`config.mk`:
```
export PLATFORM = sky130hd
export DESIGN_NAME = scev_queue
export DESIGN_NICKNAME = d
export VERILOG_FILES = /design/src/hdl/scev_pkg.sv /design/src/hdl/scev_queue.sv
export SDC_FILE = /design/constraint.sdc
export NUM_CORES = 1
export LEC_CHECK = 0
export BUFFER_PORTS_ARGS = -buffer_cell sky130_fd_sc_hd__buf_2
export CAP_MARGIN = 10
export CORE_AREA = 2 2 82 84
export CTS_CLUSTER_DIAMETER = 30
export DETAILED_ROUTE_END_ITERATION = 6
export DIE_AREA = 0 0 84 86
export HOLD_SLACK_MARGIN = 0.12
export PLACE_DENSITY_LB_ADDON = 0.15
export SLEW_MARGIN = 20
export SYNTH_ARGS = -nofsm -noshare
export SYNTH_HDL_FRONTEND = slang
export SYNTH_SLANG_ARGS = --single-unit
```
`constraint.sdc`:
```
create_clock -name clk -period 1.65 [get_ports clk]
set_input_delay 0.2475 -clock clk [delete_from_list [all_inputs] [get_ports clk]]
set_output_delay 0.2475 -clock clk [all_outputs]
set_load 0.02 [all_outputs]
```
`src/hdl/scev_pkg.sv`:
```
// ----------------------------------------------------------------------------
// scev_pkg
// shared types and constants for the scancode event stack
// ----------------------------------------------------------------------------
package scev_pkg;

    localparam logic [1:0] MODE_BYTE  = 2'd0;
    localparam logic [1:0] MODE_POP   = 2'd1;
    localparam logic [1:0] MODE_CLEAR = 2'd2;

    localparam logic [7:0] PREFIX_BYTE = 8'hE0;
    localparam logic [6:0] KC_LSHIFT   = 7'h2A;
    localparam logic [6:0] KC_RSHIFT   = 7'h36;
    localparam logic [6:0] KC_CTRL     = 7'h1D;
    localparam logic [6:0] KC_ALT      = 7'h38;

    localparam int QUEUE_DEPTH = 4;

    typedef enum logic [1:0] {
        OP_NONE,
        OP_PUSH,
        OP_POP,
        OP_CLEAR
    } op_t;

    typedef struct packed {
        logic       extended;
        logic       shift_held;
        logic       alt_held;
        logic       ctrl_held;
        logic       released;
        logic [6:0] key_code;
    } event_t;

    typedef struct packed {
        op_t    op;
        event_t evt;
    } cmd_t;

    typedef struct packed {
        logic [1:0] mode;
        logic [7:0] scan_byte;
    } req_t;

    typedef struct packed {
        logic       event_valid;
        logic [6:0] key_code;
        logic       released;
        logic       ctrl_held;
        logic       alt_held;
        logic       shift_held;
        logic       extended;
        logic       events_waiting;
    } rsp_t;

endpackage

```
`src/hdl/scev_queue.sv`:
```
// ----------------------------------------------------------------------------
// scev_queue
// small command fifo between the decoder and the stack engine
// ----------------------------------------------------------------------------
module scev_queue
(
    input  logic           clk,
    input  logic           rst_n,
    input  logic           push,
    input  scev_pkg::cmd_t push_word,
    output logic           full,
    input  logic           pop,
    output logic           valid,
    output scev_pkg::cmd_t word
);

    localparam int PtrW = $clog2(scev_pkg::QUEUE_DEPTH);
    localparam int CntW = $clog2(scev_pkg::QUEUE_DEPTH + 1);

    scev_pkg::cmd_t slot_reg [scev_pkg::QUEUE_DEPTH];
    logic [PtrW-1:0] head_reg, tail_reg;
    logic [CntW-1:0] fill_reg;

    assign full  = fill_reg == CntW'(scev_pkg::QUEUE_DEPTH);
    assign valid = fill_reg != '0;
    assign word  = slot_reg[head_reg];

    always_ff @(posedge clk)
    begin
        if (push)
        begin
            slot_reg[tail_reg] <= push_word;
        end
    end

    always_ff @(posedge clk or negedge rst_n)
    begin
        if (!rst_n)
        begin
            head_reg <= '0;
            tail_reg <= '0;
            fill_reg <= '0;
        end
        else
        begin
            if (push)
            begin
                tail_reg <= (tail_reg == PtrW'(scev_pkg::QUEUE_DEPTH - 1)) ? '0
                                                                           : tail_reg + 1'b1;
            end
            if (pop)
            begin
                head_reg <= (head_reg == PtrW'(scev_pkg::QUEUE_DEPTH - 1)) ? '0
                                                                           : head_reg + 1'b1;
            end
            if (push && !pop)
            begin
                fill_reg <= fill_reg + 1'b1;
            end
            else if (pop && !push)
            begin
                fill_reg <= fill_reg - 1'b1;
            end
        end
    end

endmodule

```
## After elaboration in Yosys (flattened, before gate mapping)

Memory sizes are Yosys's and may differ from the RTL's.
Cells that the tools add are included.

- Register bits after elaboration: 7
- Memory bits (writable): 56
- Input bits: 18
- Output and inout port bits: 16
- Word-level logic and storage cells: 23
- Memories: 1

- $add $sub $neg: 4
- Eq/ne operators: 3
- Muxes and demuxes: 6
- Reductions and logical operators: 6

Memory list:

| name | depth | bits a word | read ports | clocked after Yosys merged registers in | write ports | RTL line | source |
|---|---|---|---|---|---|---|---|
| slot_reg | 4 | 14 | 1 | 0 | 1 | scev_queue.sv:20 | `scev_pkg::cmd_t slot_reg [scev_pkg::QUEUE_DEPTH];` |

Operators by type and width:

| operator | count |
|---|---|
| $mux 3 | 2 |
| $add 2x1->2 const B | 2 |
| $eq 2x2->1 const B | 2 |
| $mux 2 | 2 |
| $add 3x1->3 const B | 1 |
| $eq 3x3->1 const B | 1 |
| $reduce_bool 3->1 | 1 |
| $sub 3x1->3 const B | 1 |
| $logic_and 1x1->1 | 2 |
| $logic_not 1->1 | 2 |
| $mux 1 | 2 |
| $reduce_bool 2->1 | 1 |

## Longest topological paths before layout

- Word-level depth: 4
- Gate-level depth with buffers: 7
- Gate-level depth less buffers: 7

## Worst setup path after synthesis

No wires, ideal clock.

- Kind: reg2out
- From: register head_reg[0]
- To: output word[0] (netlist name)
- Arrival time: 1,180 ps
- Data required time: 1,402 ps
- Slack: 222 ps
- Cell stages (with the launch flop): 4
- Buffers on the path: 2
- Path through: dfrtp_1 -> buf_6 -> buf_12 -> mux4_2

RTL lines:

| item | RTL line | source |
|---|---|---|
| start, declared | scev_queue.sv:21 | `logic [PtrW-1:0] head_reg, tail_reg;` |
| start signal, assigned | scev_queue.sv:53 | `head_reg <= (head_reg == PtrW'(scev_pkg::QUEUE_DEPTH - 1)) ? '0` |
| end, declared | scev_queue.sv:14 | `output scev_pkg::cmd_t word` |

==> results by group <==
Critical path
  • Crit start category: flop
  • Critical Path Slowest Stage Cell: mux4_2
  • Worst path cell trace: buf_8, mux4_2, buf_6
  • Worst path depth: 3
  • R2R cell count: 5
  • Crit Path Class: flop to output port
  • Crit-path leading delay family: multiplexers
  • Crit path buf inv count: 2
  • Biggest cell delay along the critical path: ~0.54 ns
  • Largest fanout on the critical path: 8
  • Crit path capture type: output port
  • CP Data Required Time: 1.40 ns
  • Arr. time, crit path: roughly 1.6 ns

Synthesis
  • Synth Flop Type: edfxtp_1
  • Synthesis-stage register bit count: 63
  • Top cell type's share of synthesized area: about two thirds
  • Post-Syn Area per Cell: about 22 um2
  • Syn nets: about 140
  • Synthesized instance count: 110
  • Count leader, synth: edfxtp_1
  • Yosys warns: 0
  • Area contributors post-synth: edfxtp_1 (68%), mux4_2 (7.3%), dfrtp_1 (7.1%), mux4_1 (6.4%), ha_1 (3.0%)
  • Post-synth top cells: edfxtp_1 (56), mux4_2 (8), dfrtp_1 (7)
  • Seq/Total Area, Yosys: between 70 and 80%
  • Post-synth cell types: 20
  • Ys async rst share: 11.1%
  • Post-synth EDFFs: 56
  • Cell Area, Synth: between 2000 and 2500 um2
  • Top cell type by total area after synthesis: edfxtp_1

Timing
  • Slew @ Worst Pin: between 0.3 and 0.4 ns
  • Slew Viols, Final: 0
  • Tmin final: around 1.8 ns
  • Final count of hold timing violations: 0
  • Slew headroom: around three quarters
  • Setup-failing EPs final: 14
  • Final WS setup: -0.188 ns
  • Setup TNS Final: -2.18 ns
  • Crit share post-route: 111%
  • Clock skew: 0.00842 ns
  • Fmax achieved: between 500 and 600 MHz
  • Setup repair after global routing missed its margin: yes

Drt
  • Via count: 1,183
  • Initial drt markers: 50
  • DRC viols: 0
  • Number of detailed-route iterations in the first pass: 4
  • Drt wl/cell: 16.8 um
  • DR vias/cell: about 4.8
  • Post-DRT Antenna Nets: 0
  • Final wirelength: 4180 um

Die
  • Die area: 7220 um2
  • Die height: around 86 um
  • Core area: 6280 um2
  • IO Pins: 34
  • Die W: ~84 um
  • Initial core utilization: ~39%
  • Row cnt: 29

CTS
  • Clock sink count: 63
  • Root buffer cell: clkbuf_8
  • CTS tree: done
  • Total CTS buffers: 9
  • Later-pin clock latency in the skew report: about 0.32 ns
  • H-tree Lvls: 3
  • Clock transition at the registers of the reported paths: 0.07 ns
  • Clk buf depth: 2

Min path
  • Type of the tightest min-delay check: input port to flop
  • Worst Hold Depth: 1

Global route
  • First-pass GRT wire length: 6620 um
  • Global Route Usage Sum: 12.5%
  • Number of global-route vias before repair: 1,316
  • Busiest grt layer: met2
  • Initial antenna violation count: 0
  • Global routing usage on met2: 20.4%
  • Met1 usage: 15.0%
  • Largest net degree at the start of global routing: 15
  • GR Overflow Total: 0
  • GR Util met3: between 2 and 3%

Status
  • Violations in the final reports: negative setup slack
  • Outcome: finished, violations left

Layout
  • Area Growth Syn to Fin: 26.7%
  • Number of fill cells in the layout: approximately 520
  • Util after Layout: about half
  • Fin area: 3130 um2
  • Number of diodes: 0
  • Max FFs per register: 56
  • Share of layout cells above drive strength 1: 43.6%
  • # nets final: around 190

Pwr
  • Leakage power: around 1.2 nW
  • Register share of total power: 39.4%
  • Pwr per Cell Area: between 1500 and 2000 nW/um2
  • Internal: 4.03 mW
  • Combinational power share: a little over a third
  • Maximum vdd drop: between 0.0008 and 0.0009 V
  • Sw frac: between 20% and 30%
  • Clock power frac: roughly a quarter
  • Sw Pwr: approximately 1.7 mW

Placement
  • HPWL after DPL: 2670 um
  • Placed cell area: 2760 um2
  • # port buffers: 33
  • Placer congestion estimate: approximately 0.66

Flow run
  • Max cap viols: 0
-- timing repair --
action | 4_1_cts | 5_1_grt
setup buffers | 2 | 1
setup endpoints to repair | 14 | 16
resized for setup | 23 | 19
gates cloned | 1 | 0
endpoints found under the hold margin | 24 | 0
hold buffers | 6 | 0
-- power groups by stage --
stage	logic [mW]	clock network [mW]	registers (mW)
3_5_place_dp	1.67	0	2.26
5_1_grt	2.21	1.47	2.27
3_3_place_gp	1.63	0	2.23
6_report	2.07	1.38	2.24
2_1_floorplan	1.19	0	2.21
4_1_cts	1.97	1.42	2.23
-- kinds of logic after synthesis --
kind of cell,synth area share [%]
DFF,75.2
AOI/OAI and AO/OA,0.405
muxes,15.0
and+or+nand+nor,2.23
xor gates and xnor gates,1.06
buffers and inverters,2.23
adders and majority gates,3.85
-- stage by stage --
| step | total power, mW | instances | setup slack, ns | hold slack (ns) |
|---|---|---|---|---|
| after global routing | 5.95 | 249 | -0.267 | 0.125 |
| after detailed placement | 3.93 | 224 | 0.0716 | 0.0945 |
| after global placement | 3.86 | 224 | 0.126 | 0.0860 |
| final | 5.69 | 249 | -0.188 | 0.138 |
| after floorplan | 3.40 | 110 | 0.222 | -0.0481 |
| after CTS | 5.63 | 249 | -0.236 | 0.121 |
-- metal layers --
metal  share of wire (%)  wire, um  vias to the layer above
li1                    -         -                      553
met1                  44      1830                      595
met2                  51      2120                       27
met3                 3.7       153                        8
met4                 1.6        68                        0
met5                   0         0                        -
-- final cells by class --
class	count	area (um2)	area share, %
multi-input cells	39	537	17.1
well taps	77	96.3	3.08
repair buffers	49	415	13.3
clock inverters	4	70.1	2.24
clock buffers	12	135	4.32
inverters	5	18.8	0.600
flip-flops and latches	63	1860	59.4
-- final timing paths --
kind | from | end | slack [ns]
max | head_reg[0] | word[0] | -0.19
min | push_word[5] | slot_reg[1][5] | 0.14
max reg2reg | head_reg[0] | head_reg[1] | 0.20
min reg2reg | fill_reg[2] | fill_reg[2] | 0.51
max in group asynchronous | rst_n | head_reg[1] | 1.20
min in group asynchronous | rst_n | head_reg[1] | 0.28
-- cell usage in the layout, fill, tap and decap left out --
cell / instances
and2_1: 3
and2_2: 1
buf_12: 1
buf_2: 19
buf_4: 6
buf_6: 16
buf_8: 1
bufinv_16: 2
clkbuf_1: 3
clkbuf_8: 9
clkinv_2: 2
dfrtp_1: 6
dfrtp_2: 1
dlygate4sd3_1: 6
edfxtp_1: 56
fa_1: 1
ha_1: 6
inv_1: 5
mux2_2: 3
mux4_2: 14
nand2_1: 1
nand3_1: 1
nor2_1: 2
nor3b_1: 1
o21ai_0: 2
or3_1: 1
xnor2_1: 1
xor2_1: 2
Note: power is estimated with default switching activity, not from simulation.
