## src/hdl/scev_pkg.sv

```systemverilog
// ----------------------------------------------------------------------------
// scev_pkg
// shared types and constants for the scancode event stack
// ----------------------------------------------------------------------------
package scev_pkg;

    localparam logic [1:0] MODE_BYTE  = 2'd0;
    localparam logic [1:0] MODE_POP   = 2'd1;
    localparam logic [1:0] MODE_CLEAR = 2'd2;

    localparam logic [7:0] PREFIX_BYTE = 8'hE0;
    localparam logic [6:0] KC_LSHIFT   = 7'h2A;
    localparam logic [6:0] KC_RSHIFT   = 7'h36;
    localparam logic [6:0] KC_CTRL     = 7'h1D;
    localparam logic [6:0] KC_ALT      = 7'h38;

    localparam int QUEUE_DEPTH = 4;

    typedef enum logic [1:0] {
        OP_NONE,
        OP_PUSH,
        OP_POP,
        OP_CLEAR
    } op_t;

    typedef struct packed {
        logic       extended;
        logic       shift_held;
        logic       alt_held;
        logic       ctrl_held;
        logic       released;
        logic [6:0] key_code;
    } event_t;

    typedef struct packed {
        op_t    op;
        event_t evt;
    } cmd_t;

    typedef struct packed {
        logic [1:0] mode;
        logic [7:0] scan_byte;
    } req_t;

    typedef struct packed {
        logic       event_valid;
        logic [6:0] key_code;
        logic       released;
        logic       ctrl_held;
        logic       alt_held;
        logic       shift_held;
        logic       extended;
        logic       events_waiting;
    } rsp_t;

endpackage

```

## src/hdl/scev_front.sv

```systemverilog
// ----------------------------------------------------------------------------
// scev_front
// decodes request words, tracks prefix and modifier keys, issues commands
// ----------------------------------------------------------------------------
module scev_front
(
    input  logic           clk,
    input  logic           rst_n,
    input  logic           req_valid,
    input  scev_pkg::req_t req,
    input  logic           q_full,
    output logic           req_stall,
    output logic           cmd_push,
    output scev_pkg::cmd_t cmd
);

    logic prefix_reg, prefix_next;
    logic ctrl_reg, ctrl_next;
    logic alt_reg, alt_next;
    logic shift_reg, shift_next;
    logic accept;

    assign req_stall = q_full;
    assign accept    = req_valid && !q_full;
    assign cmd_push  = accept;

    always_comb
    begin
        prefix_next = prefix_reg;
        ctrl_next   = ctrl_reg;
        alt_next    = alt_reg;
        shift_next  = shift_reg;

        cmd.op             = scev_pkg::OP_NONE;
        cmd.evt.extended   = prefix_reg;
        cmd.evt.shift_held = shift_reg;
        cmd.evt.alt_held   = alt_reg;
        cmd.evt.ctrl_held  = ctrl_reg;
        cmd.evt.released   = req.scan_byte[7];
        cmd.evt.key_code   = req.scan_byte[6:0];

        unique case (req.mode)
            scev_pkg::MODE_BYTE:
            begin
                if (!prefix_reg && req.scan_byte == scev_pkg::PREFIX_BYTE)
                begin
                    prefix_next = 1'b1;
                end
                else
                begin
                    prefix_next = 1'b0;
                    if (req.scan_byte[6:0] == scev_pkg::KC_LSHIFT ||
                        req.scan_byte[6:0] == scev_pkg::KC_RSHIFT)
                    begin
                        shift_next = !req.scan_byte[7];
                    end
                    else if (req.scan_byte[6:0] == scev_pkg::KC_CTRL)
                    begin
                        ctrl_next = !req.scan_byte[7];
                    end
                    else if (req.scan_byte[6:0] == scev_pkg::KC_ALT)
                    begin
                        alt_next = !req.scan_byte[7];
                    end
                    else
                    begin
                        cmd.op = scev_pkg::OP_PUSH;
                    end
                end
            end
            scev_pkg::MODE_POP:   cmd.op = scev_pkg::OP_POP;
            scev_pkg::MODE_CLEAR: cmd.op = scev_pkg::OP_CLEAR;
            default:              cmd.op = scev_pkg::OP_NONE;
        endcase
    end

    always_ff @(posedge clk or negedge rst_n)
    begin
        if (!rst_n)
        begin
            prefix_reg <= 1'b0;
            ctrl_reg   <= 1'b0;
            alt_reg    <= 1'b0;
            shift_reg  <= 1'b0;
        end
        else if (accept)
        begin
            prefix_reg <= prefix_next;
            ctrl_reg   <= ctrl_next;
            alt_reg    <= alt_next;
            shift_reg  <= shift_next;
        end
    end

endmodule

```

## config.mk

```make
export PLATFORM = sky130hd
export DESIGN_NAME = scev_front
export DESIGN_NICKNAME = d
export VERILOG_FILES = /design/src/hdl/scev_pkg.sv /design/src/hdl/scev_front.sv
export SDC_FILE = /design/constraint.sdc
export NUM_CORES = 1
export LEC_CHECK = 0
export ABC_AREA = 1
export BUFFER_PORTS_ARGS = -buffer_cell sky130_fd_sc_hd__buf_2
export CAP_MARGIN = 20
export CORE_AREA = 5 5 42 44
export CTS_BUF_LIST = sky130_fd_sc_hd__clkbuf_4
export DETAILED_ROUTE_END_ITERATION = 10
export DIE_AREA = 0 0 47 49
export GPL_TIMING_DRIVEN = 0
export PLACE_DENSITY = 0.7
export REMOVE_ABC_BUFFERS = 1
export SLEW_MARGIN = 20
export SYNTH_ARGS = -nofsm -noshare
export SYNTH_HDL_FRONTEND = slang
export SYNTH_SLANG_ARGS = --single-unit
```

## constraint.sdc

```tcl
create_clock -name clk -period 1 [get_ports clk]
set_input_delay 0.05 -clock clk [delete_from_list [all_inputs] [get_ports clk]]
set_output_delay 0.05 -clock clk [all_outputs]
set_load 0.01 [all_outputs]
```

== After elaboration in Yosys (flattened, before gate mapping) ==
Cells that the tools add are included.
Operators by class
  add/subtract/negate cells: 0
  $mul: 0
  div/mod/pow operators: 0
  magnitude comparators: 0
  equal/unequal tests: 7
  shift-type cells: 0
  mux-type cells: 6
  bitwise gates (word level): 3
  reductions and logical operators: 11
Operators by type and width (number)
  == test 7 x 6 -> 1 bit, second input constant: 3
  == test 8 bit, second input constant: 1
  == test 7 x 5 -> 1 bit, second input constant: 1
  one-hot mux 2 bit (3 select lines): 1
  AND reduction 6 bit: 1
  two-way mux 1 bit: 5
  AND reduction 5 bit: 1
  AND reduction 4 bit: 1
  logical NOT 1 bit: 3
  NOT 1 bit: 3
  == test 2 x 1 -> 1 bit, second input constant: 1
  == test 2 bit, second input constant: 1
  logical AND 1 bit: 2
  logical NOT 2 bit: 1
  AND reduction 2 bit: 1
  logical OR 1 bit: 1
Storage, ports and cells
  bits in registers: 4
  bits in latches: 0
  memory bits (writable): 0
  ROM bits: 0
  bits of input ports: 14
  output and inout bits: 16
  logic and storage cells: 31
  memories: 0

== Longest topological paths before layout ==
Gate-level depths: netlist (run 1).
  word-level depth: 6
  mapped depth: 9
  mapped depth without buffers: 9

== Worst setup path after synthesis (run 1) ==
OpenSTA, ideal clock, no wires.
  kind: flip-flop to flip-flop
  start: register prefix_reg
  end: register shift_reg
  library setup time: 0.113 ns
  data arrival time: 0.799 ns
  data required time: 0.887 ns
  path slack: 0.088 ns
  cell stages (with the launch flop): 7
  path buffers: 0
  clock period less this slack: 0.912 ns
  cells stage by stage: dfrtp_1 nor2_1 nand3_1 nand3_1 nand2_1 nand2_1 inv_1
On the way
  word-level cells in the longest chain between the ends: 4
RTL lines
  start: declaration: RTL line scev_front.sv:17  | logic prefix_reg, prefix_next;
  start signal: assignment: RTL line scev_front.sv:88  | prefix_reg <= prefix_next;
  logical NOT 1 bit: RTL line scev_front.sv:45  | if (!prefix_reg && req.scan_byte == scev_pkg::PREFIX_BYTE)
  logical AND 1 bit: RTL line scev_front.sv:45
  NOT 1 bit (no line)
  AND reduction 4 bit (no line)
  end signal: assignment: RTL line scev_front.sv:91  | shift_reg <= shift_next;
  end: declaration: RTL line scev_front.sv:20  | logic shift_reg, shift_next;
Every way passes these cells.
A chain may end at the register's enable or synchronous reset.

==> results of run 1 <==
-- logic make-up (layout without fill, tap and decap cells) --
kind of cell	Yosys count	after routing	share of synthesized area, %
flip-flops	4	4	20.5
AO/OA/AOI/OAI	3	3	3.59
AND/OR/NAND/NOR	42	42	40.3
adder cells (fa/ha/maj)	1	1	2.56
buffers and inverters	30	52	33.1
-- stage by stage --
step	TNS [ns]	instances
6_report	-0.212	118
5_1_grt	-0.375	118
4_1_cts	-0.337	119
3_5_place_dp	-0.0492	112
3_3_place_gp	-0.0163	112
2_1_floorplan	0	67
-- routing by layer --
layer | up-vias | track usage [%]
met5 | - | 0
met2 | 21 | 16.5
li1 | 271 | -
met4 | 0 | 5.53
met3 | 2 | 5.90
met1 | 212 | 11.5
-- Yosys cell counts --
cell type	n	share of area, %
sky130_fd_sc_hd__nand3_2	1	2.1
sky130_fd_sc_hd__buf_4	13	20
sky130_fd_sc_hd__nor2_2	2	2.6
sky130_fd_sc_hd__o21ai_1	1	1.0
sky130_fd_sc_hd__nor2_4	2	4.6
sky130_fd_sc_hd__nand2_1	20	15
sky130_fd_sc_hd__nor2_1	9	6.9
sky130_fd_sc_hd__nor3_1	1	1.0
sky130_fd_sc_hd__o21a_1	1	1.5
sky130_fd_sc_hd__inv_1	17	13
sky130_fd_sc_hd__nand3_1	5	5.1
sky130_fd_sc_hd__dfrtp_1	4	21
sky130_fd_sc_hd__ha_1	1	2.6
sky130_fd_sc_hd__o21ai_0	1	1.0
sky130_fd_sc_hd__nand4_1	2	2.6
-- power by group --
group	internal [mW]	leakage, nW	total (mW)	switching [mW]
sequential	0.173	0.0436	0.179	0.00547
clock	0.134	0.0138	0.202	0.0678
combinational	0.0807	0.305	0.179	0.0985
-- area by class of cell --
type                    instances  area share, %
multi-input cells              46           37.8
clock buffers                   3           3.72
well taps                      16           3.31
inverters                      17           10.5
repair buffers                 32           28.1
flip-flops and latches          4           16.5
-- critical path, stage by stage, from the launching register on --
cell	delay, ns
sky130_fd_sc_hd__dfrtp_1	0.37
sky130_fd_sc_hd__nor2_1	0.10
sky130_fd_sc_hd__nand3_1	0.09
sky130_fd_sc_hd__inv_1	0.06
sky130_fd_sc_hd__nor2_1	0.04
sky130_fd_sc_hd__nand2_1	0.05
sky130_fd_sc_hd__nand2_1	0.05
sky130_fd_sc_hd__buf_2	0.13
-- final timing paths --
path / start / slack, ns / depth (start not counted) / endpoint
max: prefix_reg$_DFFE_PN0P_ / -0.18 / 7 / cmd[12]
min: req[7] / 0.08 / 2 / ctrl_reg$_DFFE_PN0P_
max reg2reg: prefix_reg$_DFFE_PN0P_ / -0.03 / 7 / shift_reg$_DFFE_PN0P_
min reg2reg: ctrl_reg$_DFFE_PN0P_ / 0.48 / 2 / ctrl_reg$_DFFE_PN0P_
max in group asynchronous: rst_n / 0.72 / 2 / ctrl_reg$_DFFE_PN0P_
min in group asynchronous: rst_n / 0.16 / 2 / prefix_reg$_DFFE_PN0P_
-- repair_timing --
action	CTS	global route
endpoints found under the hold margin	4	0
gates cloned	0	0
hold buffers	1	0
buffers inserted	3	0
setup endpoints to repair	2	3
resized for setup	2	0
pin swaps	3	0
==> impl_metrics.ini, run 1 <==
[detailed_routing]
initialDrtViolationCount = 6
vias_per_cell = 4.29
routed-wl-met3_microns = 116
detail_route.wirelength_microns = 1040
detailroute.via_count = 506
met1Wirelength_microns = 407
avgRoutedWirePerCell_microns = 8.81
route.detailed.drc = 0
postRouteAntennaNets = 0
firstDrtPassIters = 4
highest_layer = met4
routed-wl-met2_microns = 507

[critical_path]
critPathKind = flip-flop to primary output
cp-start-kind = flip-flop
timing.critical_path.to_type = primary output
maximum_fanout_encountered_on_the_critical_timing_path = 2
worstPathArrival_ns = 1.13
cp_data_required_time_ns = 0.95

[sta]
finalHoldWorstSlack_ns = 0.0829
finalHoldViolCount = 0
report.final.setup_viol = 2
final.setup.worst_slack_ns = -0.180
max_slew_margin_pct = 82.2
layout_min_cycle_time_ns = 1.18
rsz0062_at_grt = yes
pins_over_their_slew_limit = 0
max_freq_mhz = 847
fin_crit_sh_pct = 118
clock_skew_ns = 0.0000242
slew_of_the_pin_with_the_lowest_slew_margin_ns = 0.265

[power]
power_density_mw_per_mm2 = 925
fin_total_pwr_mw = 0.560
worst_case_vdd_ir_drop_uv = 598
leakage_power_figure_nw = 0.362

[finish]
fin_nets = 119
syn2layout_area_growth_pct = 24.1
mostFrequentLayoutCell = sky130_fd_sc_hd__buf_2
layout-drive-gt1-share_pct = 39.2
most-common-layout-cells = sky130_fd_sc_hd__buf_2, sky130_fd_sc_hd__nand2_1, sky130_fd_sc_hd__inv_1, sky130_fd_sc_hd__nor2_1, sky130_fd_sc_hd__nand3_1
n_fill_cell = 160
multi_input_area_sq_um = 229
final_design_area_no_fill_sq_um = 606
diodes = 0
postLayoutCoreUtil_pct = 43.2
ff_latch_area_sq_um = 100

[clock_network]
numCtsBuffers = 3
cts_tree = done
number_of_clock_sinks = 4
cts-htree-levels = 1
worstSkewPairLatency_ns = 0.24
cts-root-buf = sky130_fd_sc_hd__clkbuf_4
clk_pin_slew_ns = 0.04
max-clock-path-buffers = 2

[yosys]
synth.ff_latch_count = 4
synth-seq-area-share_pct = 20.5
yosysUniqueCellTypes = 15
synth-warning-count = 0
syn_area_sq_um = 488
syn-mean-instance-area_sq_um = 6.10
synth_cells = 80

[run_status]
outcome = complete, but fails checks
violated_checks = negative setup slack

[die]
dieWidth_microns = 47
placeable_core_area_sq_mm = 0.00140
std_cell_rows = 14
dieArea_sq_mm = 0.00230
chipHeight_microns = 49
io-pin-count = 30
floorplan.initialDensity_pct = 34.8

[placed_design]
place_congestion = 0.644
place_area_sq_um = 556
dp_hpwl_microns = 848
port-buffer-count = 29
post-place-ws_ns = -0.0380

[grt]
grt_first_pass_wirelength_microns = 1790
grtUsageTotal_pct = 10.8
maximum_number_of_pins_on_one_net_before_global_route_repair = 7
globalRouteOverflowTotal = 0
grt_pass1_vias = 467
antenna_found_initial = 0

[min_path]
worst_hold_path_type = primary input to flip-flop

[flow_run]
max_cap_violations = 0
Note: power is estimated with default switching activity, not from simulation.
==> run 2, diff against run 1 <==
- clock period: 1 -> 1.2 ns (I/O delays scaled with it)
==> impl_metrics.ini, run 2 (synthesis results as in run 1) <==
[run_status]
outcome = finished, final reports clean

[power]
worst_case_vdd_ir_drop_uv = 498
leakage_power_figure_nw = 0.366
power_density_mw_per_mm2 = 764

[finish]
layout-drive-gt1-share_pct = 38.8
most-common-layout-cells = sky130_fd_sc_hd__buf_2, sky130_fd_sc_hd__nand2_1, sky130_fd_sc_hd__inv_1, sky130_fd_sc_hd__nor2_1, sky130_fd_sc_hd__nand3_1
n_fill_cell = 162
diodes = 0
fin_nets = 120
mostFrequentLayoutCell = sky130_fd_sc_hd__buf_2
ff_latch_area_sq_um = 100
postLayoutCoreUtil_pct = 43.6
syn2layout_area_growth_pct = 25.1
multi_input_area_sq_um = 226

[clock_network]
clk_pin_slew_ns = 0.04
worstSkewPairLatency_ns = 0.24
number_of_clock_sinks = 4
cts_tree = done
max-clock-path-buffers = 2
numCtsBuffers = 3
cts-htree-levels = 1
cts-root-buf = sky130_fd_sc_hd__clkbuf_4

[critical_path]
maximum_fanout_encountered_on_the_critical_timing_path = 2
reg2reg_path_depth = 8
worstPathArrival_ns = 1.13
slowest_stage_delay_on_critical_path_ns = 0.37
cp_data_required_time_ns = 1.14
timing.critical_path.to_type = primary output
cp-start-kind = flip-flop
critical_path.cell_chain = nor2_1 -> nand3_1 -> inv_1 -> nor2_1 -> nand2_1 -> nand2_1 -> buf_2
critPathKind = flip-flop to primary output
critPathSlowestCell = sky130_fd_sc_hd__dfrtp_1

[grt]
grtUsageTotal_pct = 10.7
grt_first_pass_wirelength_microns = 1780
globalRouteOverflowTotal = 0
grt_pass1_vias = 465
antenna_found_initial = 0
maximum_number_of_pins_on_one_net_before_global_route_repair = 7

[die]
std_cell_rows = 14
dieArea_sq_mm = 0.00230
io-pin-count = 30
chipHeight_microns = 49
floorplan.initialDensity_pct = 34.8
placeable_core_area_sq_mm = 0.00140
dieWidth_microns = 47

[detailed_routing]
met1Wirelength_microns = 407
highest_layer = met4
routed-wl-met3_microns = 106
postRouteAntennaNets = 0
routed-wl-met2_microns = 516
route.detailed.drc = 0
detailroute.via_count = 507
detail_route.wirelength_microns = 1040
vias_per_cell = 4.26
initialDrtViolationCount = 2
avgRoutedWirePerCell_microns = 8.73
firstDrtPassIters = 2

[sta]
slew_of_the_pin_with_the_lowest_slew_margin_ns = 0.267
max_slew_margin_pct = 82.1
rsz0062_at_grt = yes
report.final.setup_viol = 0
fin_crit_sh_pct = 99.4
layout_min_cycle_time_ns = 1.19
finalHoldViolCount = 0
clock_skew_ns = 0.0000241
final.setup.worst_slack_ns = 0.00719
pins_over_their_slew_limit = 0
max_freq_mhz = 838

[placed_design]
dp_hpwl_microns = 848
port-buffer-count = 29
place_congestion = 0.644
post-place-ws_ns = 0.152

[min_path]
worst_hold_path_type = primary input to flip-flop
worstHoldPathCells = 2

[flow_run]
max_cap_violations = 0
## run 2: cell types whose count changed in the layout (fill, tap and decap cells not counted)
cell,change
sky130_fd_sc_hd__nand2_2,-1
sky130_fd_sc_hd__nand2_1,+1
sky130_fd_sc_hd__buf_4,+1
## run 2: repair_timing
| item | 4_1_cts | 5_1_grt |
|---|---|---|
| hold endpoints to repair | 4 | 0 |
| setup buffers | 3 | 0 |
| pin swaps | 3 | 0 |
| setup endpoints to repair | 1 | 2 |
| resized for setup | 0 | 0 |
| hold buffers | 1 | 0 |
| cloned | 0 | 0 |
## run 2: metal layers
metal / track usage, % / vias up
met3: 5.90 / 2
met1: 11.3 / 215
met5: 0 / -
met2: 16.5 / 17
li1: - / 273
met4: 5.53 / 0
## run 2: cell type report
type | instances | area share, %
timing repair buffer | 33 | 29.1
inverter | 17 | 10.5
tap | 16 | 3.28
multi-input combinational | 46 | 37.1
sequential | 4 | 16.4
clock buffer | 3 | 3.69
## run 2: final timing paths
check	end	start	slack [ns]
min in group asynchronous	prefix_reg$_DFFE_PN0P_	rst_n	0.17
worst min-delay path	ctrl_reg$_DFFE_PN0P_	req[7]	0.09
worst max register to register	shift_reg$_DFFE_PN0P_	prefix_reg$_DFFE_PN0P_	0.06
worst max-delay path	cmd[12]	prefix_reg$_DFFE_PN0P_	0.007
max in group asynchronous	ctrl_reg$_DFFE_PN0P_	rst_n	0.91
worst min register to register	ctrl_reg$_DFFE_PN0P_	ctrl_reg$_DFFE_PN0P_	0.48
## run 2: through the flow
| stage | cells | power (mW) | TNS, ns | cell area [sq um] | hold WS (ns) |
|---|---|---|---|---|---|
| 5_1_grt | 119 | 0.516 | -0.0986 | 611 | 0.106 |
| 3_5_place_dp | 112 | 0.288 | 0 | 556 | -0.132 |
| 3_3_place_gp | 112 | 0.286 | 0 | 556 | -0.134 |
| 4_1_cts | 119 | 0.477 | 0 | 611 | 0.0872 |
| 2_1_floorplan | 67 | 0.208 | 0 | 390 | -0.236 |
| 6_report | 119 | 0.466 | 0 | 611 | 0.0925 |
## run 2: where the power goes
group	internal [mW]	leakage, nW	total [mW]	switching, mW
registers	0.144	0.0436	0.149	0.00453
clock network	0.112	0.0138	0.169	0.0566
logic	0.0672	0.309	0.149	0.0819
total	0.323	0.366	0.466	0.143
## run 2: worst max-delay path: cells and delay by family (launching register included)
| kind | cells | cell delay (ns) |
|---|---|---|
| simple gates | 5 | 0.34 |
| flops | 1 | 0.37 |
| buf+inv | 2 | 0.19 |
